<file path="config.mk">
export PLATFORM = sky130hd
export DESIGN_NAME = ttfc_div
export DESIGN_NICKNAME = d
export VERILOG_FILES = /design/src/rtl/ttfc_pkg.sv /design/src/rtl/ttfc_div.sv
export SDC_FILE = /design/constraint.sdc
export NUM_CORES = 2
export LEC_CHECK = 0
export BUFFER_PORTS_ARGS = -buffer_cell sky130_fd_sc_hd__buf_2
export CAP_MARGIN = 20
export CORE_MARGIN = 3
export CORE_UTILIZATION = 40
export CTS_CLUSTER_DIAMETER = 30
export DETAILED_ROUTE_END_ITERATION = 7
export GPL_TIMING_DRIVEN = 0
export PLACE_DENSITY_LB_ADDON = 0.1
export SLEW_MARGIN = 25
export SYNTH_ARGS = -nofsm -noshare
export SYNTH_HDL_FRONTEND = slang
export SYNTH_SLANG_ARGS = --single-unit
export TNS_END_PERCENT = 50
</file>
<file path="constraint.sdc">
create_clock -name clk -period 7.75 [get_ports clk]
set_clock_uncertainty 0.1 [all_clocks]
set_input_delay 0.3875 -clock clk [delete_from_list [all_inputs] [get_ports clk]]
set_output_delay 0.3875 -clock clk [all_outputs]
set_load 0.005 [all_outputs]
</file>
<file path="src/rtl/ttfc_pkg.sv">
package ttfc_pkg;

    // Configuration register indexes
    localparam logic [2:0] CFG_ZERO_OFFSET   = 3'd0;
    localparam logic [2:0] CFG_FLOW_CONSTANT = 3'd1;
    localparam logic [2:0] CFG_DEAD_HIGH     = 3'd2;
    localparam logic [2:0] CFG_DEAD_LOW      = 3'd3;
    localparam logic [2:0] CFG_FULL_SCALE    = 3'd4;
    localparam logic [2:0] CFG_KNOT_SPEEDS   = 3'd5;
    localparam logic [2:0] CFG_KNOT_GAINS    = 3'd6;

    // Result status codes
    localparam logic [1:0] ST_NORMAL  = 2'd0;
    localparam logic [1:0] ST_INVALID = 2'd1;
    localparam logic [1:0] ST_DEAD    = 2'd2;
    localparam logic [1:0] ST_CLAMP   = 2'd3;

    // Flow scaling: 3600 * 2^20 applied to the numerator
    localparam logic [11:0] HOUR_SECONDS = 12'd3600;
    localparam int          NUM_SHIFT    = 20;

    // Flow division widths
    localparam int FLOW_NUM_W = 97;
    localparam int FLOW_DEN_W = 66;
    localparam int FLOW_Q_W   = 31;

    // Gain interpolation division widths
    localparam int GAIN_NUM_W = 44;
    localparam int GAIN_DEN_W = 28;
    localparam int GAIN_Q_W   = 16;

    typedef enum logic [2:0] {
        ZONE_DEAD,
        ZONE_K0,
        ZONE_I01,
        ZONE_I12,
        ZONE_K2,
        ZONE_CLAMP
    } zone_t;

    typedef struct packed {
        logic inv;
        logic neg;
        logic sat;
    } front_side_t;

    typedef struct packed {
        logic [31:0] raw;
        logic        inv;
        zone_t       zone;
        logic [31:0] mag;
        logic [15:0] ka;
        logic        dneg;
    } gain_side_t;

endpackage

</file>
<file path="src/rtl/ttfc_div.sv">
module ttfc_div
    import ttfc_pkg::*;
#(
    parameter int NUM_W  = 44,
    parameter int DEN_W  = 28,
    parameter int Q_W    = 16,
    parameter int SIDE_W = 1
)
(
    input  logic              clk,
    input  logic              rst_n,
    input  logic              en,
    input  logic              in_valid,
    input  logic [NUM_W-1:0]  num,
    input  logic [DEN_W-1:0]  den,
    input  logic [SIDE_W-1:0] side,
    output logic              out_valid,
    output logic [Q_W-1:0]    quot,
    output logic [SIDE_W-1:0] side_out
);

    // One quotient bit per stage; num must stay below den << Q_W
    localparam int CW = (NUM_W > DEN_W + Q_W) ? NUM_W : DEN_W + Q_W;

    logic              v_reg    [Q_W];
    logic [NUM_W-1:0]  rem_reg  [Q_W];
    logic [DEN_W-1:0]  den_reg  [Q_W];
    logic [Q_W-1:0]    q_reg    [Q_W];
    logic [SIDE_W-1:0] side_reg [Q_W];

    for (genvar j = 0; j < Q_W; j++) begin : g_step
        localparam int B = Q_W - 1 - j;
        logic              v_in;
        logic [NUM_W-1:0]  rem_in;
        logic [DEN_W-1:0]  den_in;
        logic [Q_W-1:0]    q_in;
        logic [SIDE_W-1:0] side_in;
        logic [CW-1:0]     rem_w;
        logic [CW-1:0]     trial;
        logic [CW-1:0]     diff;
        logic              fit;

        if (j == 0) begin : g_first
            assign v_in    = in_valid;
            assign rem_in  = num;
            assign den_in  = den;
            assign q_in    = '0;
            assign side_in = side;
        end else begin : g_next
            assign v_in    = v_reg[j-1];
            assign rem_in  = rem_reg[j-1];
            assign den_in  = den_reg[j-1];
            assign q_in    = q_reg[j-1];
            assign side_in = side_reg[j-1];
        end

        assign rem_w = CW'(rem_in);
        assign trial = CW'(den_in) << B;
        assign fit   = rem_w >= trial;
        assign diff  = rem_w - trial;

        always_ff @(posedge clk or negedge rst_n)
        begin
            if (!rst_n)
            begin
                v_reg[j] <= 1'b0;
            end
            else if (en)
            begin
                v_reg[j] <= v_in;
            end
        end

        always_ff @(posedge clk)
        begin
            if (en)
            begin
                rem_reg[j]  <= fit ? diff[NUM_W-1:0] : rem_in;
                den_reg[j]  <= den_in;
                q_reg[j]    <= q_in | (fit ? (Q_W'(1) << B) : Q_W'(0));
                side_reg[j] <= side_in;
            end
        end
    end

    assign out_valid = v_reg[Q_W-1];
    assign quot      = q_reg[Q_W-1];
    assign side_out  = side_reg[Q_W-1];

endmodule

</file>
; Word level (Yosys, flattened, before mapping)
; Memory sizes are Yosys's and may differ from the RTL's.
; Cells that the tools add are included.
[word_totals]
register_bits = 16
ram_bits = 1424
inputBits = 77
out_inout_bits = 18
elab_cells = 101
memories = 4
[memory_table]
columns = name, depth, word_bits, rd, rd_ports_with_merged_regs, write_ports, line_no
row1 = rem_reg, 16, 44, 15, 0, 16, ttfc_div.sv:26  ; logic [NUM_W-1:0] rem_reg [Q_W];
row2 = den_reg, 16, 28, 15, 0, 16, ttfc_div.sv:27  ; logic [DEN_W-1:0] den_reg [Q_W];
row3 = q_reg, 16, 16, 16, 0, 16, ttfc_div.sv:28  ; logic [Q_W-1:0] q_reg [Q_W];
row4 = side_reg, 16, 1, 16, 0, 16, ttfc_div.sv:29  ; logic [SIDE_W-1:0] side_reg [Q_W];
[classes]
add_sub_neg = 16
magnitude_cmp = 16
mux = 34
bitwise_logic = 15
[ops]
columns = operator, count
row1 = $mux W44, 16
row2 = $ge A44 B28 Y1, 1
row3 = $ge A44 B29 Y1, 1
row4 = $ge A44 B30 Y1, 1
row5 = $ge A44 B31 Y1, 1
row6 = $ge A44 B32 Y1, 1
row7 = $ge A44 B33 Y1, 1
row8 = $ge A44 B34 Y1, 1
row9 = $ge A44 B35 Y1, 1
row10 = $ge A44 B36 Y1, 1
row11 = $ge A44 B37 Y1, 1
row12 = $ge A44 B38 Y1, 1
row13 = $ge A44 B39 Y1, 1
row14 = $ge A44 B40 Y1, 1
row15 = $ge A44 B41 Y1, 1
row16 = $ge A44 B42 Y1, 1
row17 = $ge A44 B43 Y1, 1
row18 = $sub A44 B28 Y44, 1
row19 = $sub A44 B29 Y44, 1
row20 = $sub A44 B30 Y44, 1
row21 = $sub A44 B31 Y44, 1
row22 = $sub A44 B32 Y44, 1
row23 = $sub A44 B33 Y44, 1
row24 = $sub A44 B34 Y44, 1
row25 = 40 further kinds, 42

; Longest topological paths before layout
; An unclocked memory read counts as a cell.
[logic_depth]
word_depth = 4
mapped_depth = 16
depth_no_buf = 14

; Worst setup path before layout
; Ideal clock, no wire load.
[synth_path]
path_kind = register to register
from = memory rem_reg[9][5] (netlist: rem_reg[1][49])
to = memory rem_reg[10][41] (netlist: rem_reg[1][129]), data pin
setup_ps = 258
t_arrival_ps = 3139
required_time_ps = 7392
setup_slack_ps = 4253
path_stages_with_launch = 15
path_buffers = 0
period_less_slack_ps = 3497
cell_sequence = edfxtp_1 > inv_1 > ha_1 > inv_1 > fa_1 > a211oi_1 > o21ai_1 > a311oi_2 > o31ai_1 > o2111ai_2 > a211oi_1 > o21ai_1 > nand2_1 > or4_1 > xnor2_1
[synth_lines]
columns = element, line_no
row1 = start: declaration, ttfc_div.sv:26

==> run summary <==
Leaving out fill and tap cells, the most frequent cells in the layout are edfxtp_1, a21oi_1, inv_1. The synthesized netlist contains 101 unique library cells. In the final routed layout, each cell accounts on average for 18.2 µm. Counting every net in the synthesized netlist gives 6698. The tools report the standard cell core area as 0.170 mm². The initial standard-cell utilization of the core is 0.404, and the flip-flop count of the largest register, all copies and words added is 660.

The endpoint class of the critical path is a flop. Reported leakage power: 33.1 nW. Setup repair after global routing left no endpoint under its margin. The clock transition at the registers of the reported paths came out at 0.04 ns. The later pin in the worst-skew pair is clocked with a latency of 0.91 ns. The internal power summed over all cells came out at 0.0229 W. The first TritonRoute pass finished after 6 iterations. For the critical path data arrival time, the log shows 5.86 ns. The proportion of netlist area held by the largest area contributor was 0.538; the number of synthesized flops with an enable pin was 1232. Entering global routing, the biggest net connects 138 pins. The logs give 0.316 for the relative slew slack and 0 for the synthesis warning total. In this run the most critical hold path is launched from side. In this run the post-CTS setup repair buffer count came out at 0. The net switching fraction of the power works out to 0.325.

The tools report the buffer cell driving the clock tree root as clkbuf_16. The total global-route track usage was 0.188. Leading cell type in the layout, fill and taps excluded: edfxtp_1. The logic gate share of total power came out at 0.329.

Of all nets on the critical path, the largest fanout is 10. The tree built by TritonCTS fans out to 1248 sinks. The synthesized netlist occupies a cell area of 0.0687 mm². For the detailed-route wire length, the log shows 166000 µm. The number of hold violations in the final report came out at 0. The areal power density over the cells was 408 mW/mm²; the I/O pin count was 95. The share of layout cells above drive strength 1 came out at 0.102.

The critical path data required time came out at 8.26 ns. The number of antenna violations at the first check in global routing was 0; the placer congestion estimate was 0.986. The number of antenna-violating nets in the routed design was 0; the share of flip-flops with an asynchronous set or reset after synthesis was 0.0128. The worst path needs 5.34 ns of the cycle, external delays included.

STA classifies the critical path startpoint as a primary input. Proportion of synthesized chip area in sequential cells: 0.544. The routed layout has 47300 vias. Counting every instance in the synthesized netlist gives 6158.

Global routing finished with a remaining overflow of 0. The per-cell via count in the routed design was 5.20. The design draws 0.0339 W.

The standard-cell row count was 151; the mean instance size in the synthesized netlist was 11.2 µm². The flow ran to the end, and the final reports show no timing, DRC or antenna violations. The tools report the first-pass GRT wire length as 260000 µm. Based on the critical path, the design can be clocked at up to 0.187 GHz. Post-synthesis cell type with the largest combined area: edfxtp_1.

After synthesis, the cell types taking the most area are edfxtp_1, ha_1, a21oi_1, xnor2_1, inv_1. For the switching component of the power, the log shows 0.0110 W. The tools report the worst setup path startpoint as num[15]. The floorplan die height was 421 µm; the via count of the first global-routing pass was 50500.

The x dimension of the die was 421 µm. For this run, design rule violations remaining after detail routing come to 0. For this run, the post-layout net count is 7205.

The maximum clock path buffer count is 4, and the count of pins over their slew limit is 0. H-tree level count: 5. The critical path in this run is classified as in -> reg. The tools report the sequential group share of total power as 0.313. TritonCTS built the clock tree. Detailed placement finished with a half-perimeter wire length of 129000 µm. The number of buffers created by CTS came out at 321. In the synthesized netlist the dominant register cell turns out to be edfxtp_1. The part of the power in the clock network was 0.358; the final period utilization was 0.689. The run gives 0 as the number of setup violations in the final report.

The worst-case IR drop observed on VDD is 203 µV. Full die area: 0.177 mm². In this run the tool buffered the top-level ports with 94 buffer cells. The total negative setup slack was 0 ns.

In this run the critical register-to-register path is launched from rem_reg[1][196]$_DFFE_PP_. Gates resized during post-CTS repair numbered 0. The tightest min-delay check is of the in -> reg type. The tool flagged a number of max-cap violations equal to 0. The detailed router finished its first iteration with 2095 violations.

The actual slew at the worst max-slew pin was 1.02 ns. The layout overhead on the synthesized area was 20.8%. Counting flops and latches in the post-synthesis netlist gives 1248.
[cells by family after synthesis]
family,synth area share
AO/OA/AOI/OAI,0.145
AND/OR/NAND/NOR,0.110
flip-flops,0.544
buffers and inverters,0.0394
XOR/XNOR,0.0605
adder cells (fa/ha/maj),0.0859
multiplexers,0.0147
[critical path, stage by stage]
cell and delay, ns:
dlygate4sd3_1 0.52, buf_2 0.10, inv_1 0.04, ha_1 0.31, nor4b_1 0.46, nand4_1 0.17
nor4_1 0.70, o211ai_1 0.33, a21oi_1 0.27, a211oi_1 0.08, o21ai_1 0.81, clkbuf_1 0.75
nand3_1 0.19, xnor2_1 0.17, dlygate4sd3_1 0.54
[per-stage QoR]
step	cell area [µm²]	hold slack (ns)	std cells	worst slack (ns)	util
after global placement	72000	0.216	8470	-13.19	0.423
after CTS	83000	0.0431	9103	2.33	0.488
final	83100	0.134	9104	2.41	0.488
after floorplan	68700	-0.00809	6158	4.25	-
after global routing	83000	0.0806	9103	2.11	0.488
after detailed placement	72300	0.225	8482	2.07	0.425
[routing by layer]
metal / track usage / vias to the layer above / wire length [µm]
li1: - / 23700 / -
met1: 0.156 / 21900 / 54000
met2: 0.382 / 1057 / 93000
met3: 0.0332 / 592 / 5390
met4: 0.145 / 0 / 13400
met5: 0 / - / 0
[final timing paths]
kind                                                to  slack, ns  cells after the start
min reg2reg                     q_reg[1][61]$_DFFE_PP_       0.28                      0
max reg2reg                  rem_reg[1][232]$_DFFE_PP_       2.46                     10
min                           side_reg[0][0]$_DFFE_PP_       0.13                      2
max in group asynchronous   g_step[5].v_in$_DFFE_PN0P_       6.52                      3
max                           rem_reg[0][43]$_DFFE_PP_       2.41                     15
min in group asynchronous  g_step[15].v_in$_DFFE_PN0P_       0.55                      3
[power groups by stage]
stage / combinational [W] / clock [W] / sequential, W
floorplan: 0.00846 / 0 / 0.0104
global placement: 0.0109 / 0 / 0.0109
detailed placement: 0.0110 / 0 / 0.0107
CTS: 0.0111 / 0.0124 / 0.0106
global route: 0.0125 / 0.0128 / 0.0108
finish: 0.0112 / 0.0121 / 0.0106
[Yosys cell counts, types with 79 or more instances]
| library cell | n |
|---|---|
| xor2_1 | 215 |
| ha_1 | 448 |
| edfxtp_1 | 1232 |
| nand2_1 | 444 |
| clkbuf_1 | 121 |
| inv_1 | 557 |
| a21o_1 | 207 |
| xnor2_1 | 260 |
| nand3_1 | 87 |
| o21ai_0 | 341 |
| a21oi_1 | 586 |
| nor2_1 | 426 |
| mux2_2 | 79 |
| nor3_1 | 102 |
| nand4_1 | 98 |
[cell type report]
cell class              instances  area (µm²)
clock buffers                 376        8320
clock inverters               167        1610
multi-input cells            4201       28600
flip-flops and latches       1248       37400
well taps                    2218        2780
repair buffers                184        1600
plain buffers                 151         612
fillers                     15400       87000
diodes                          1        2.50
inverters                     558        2090
[what timing repair did]
| action | 4_1_cts | 5_1_grt |
|---|---|---|
| hold buffers | 78 | 0 |
| setup endpoints to repair | 0 | 0 |
| hold endpoints to repair | 164 | 0 |
No activity file was read; power rests on OpenSTA's default activity.
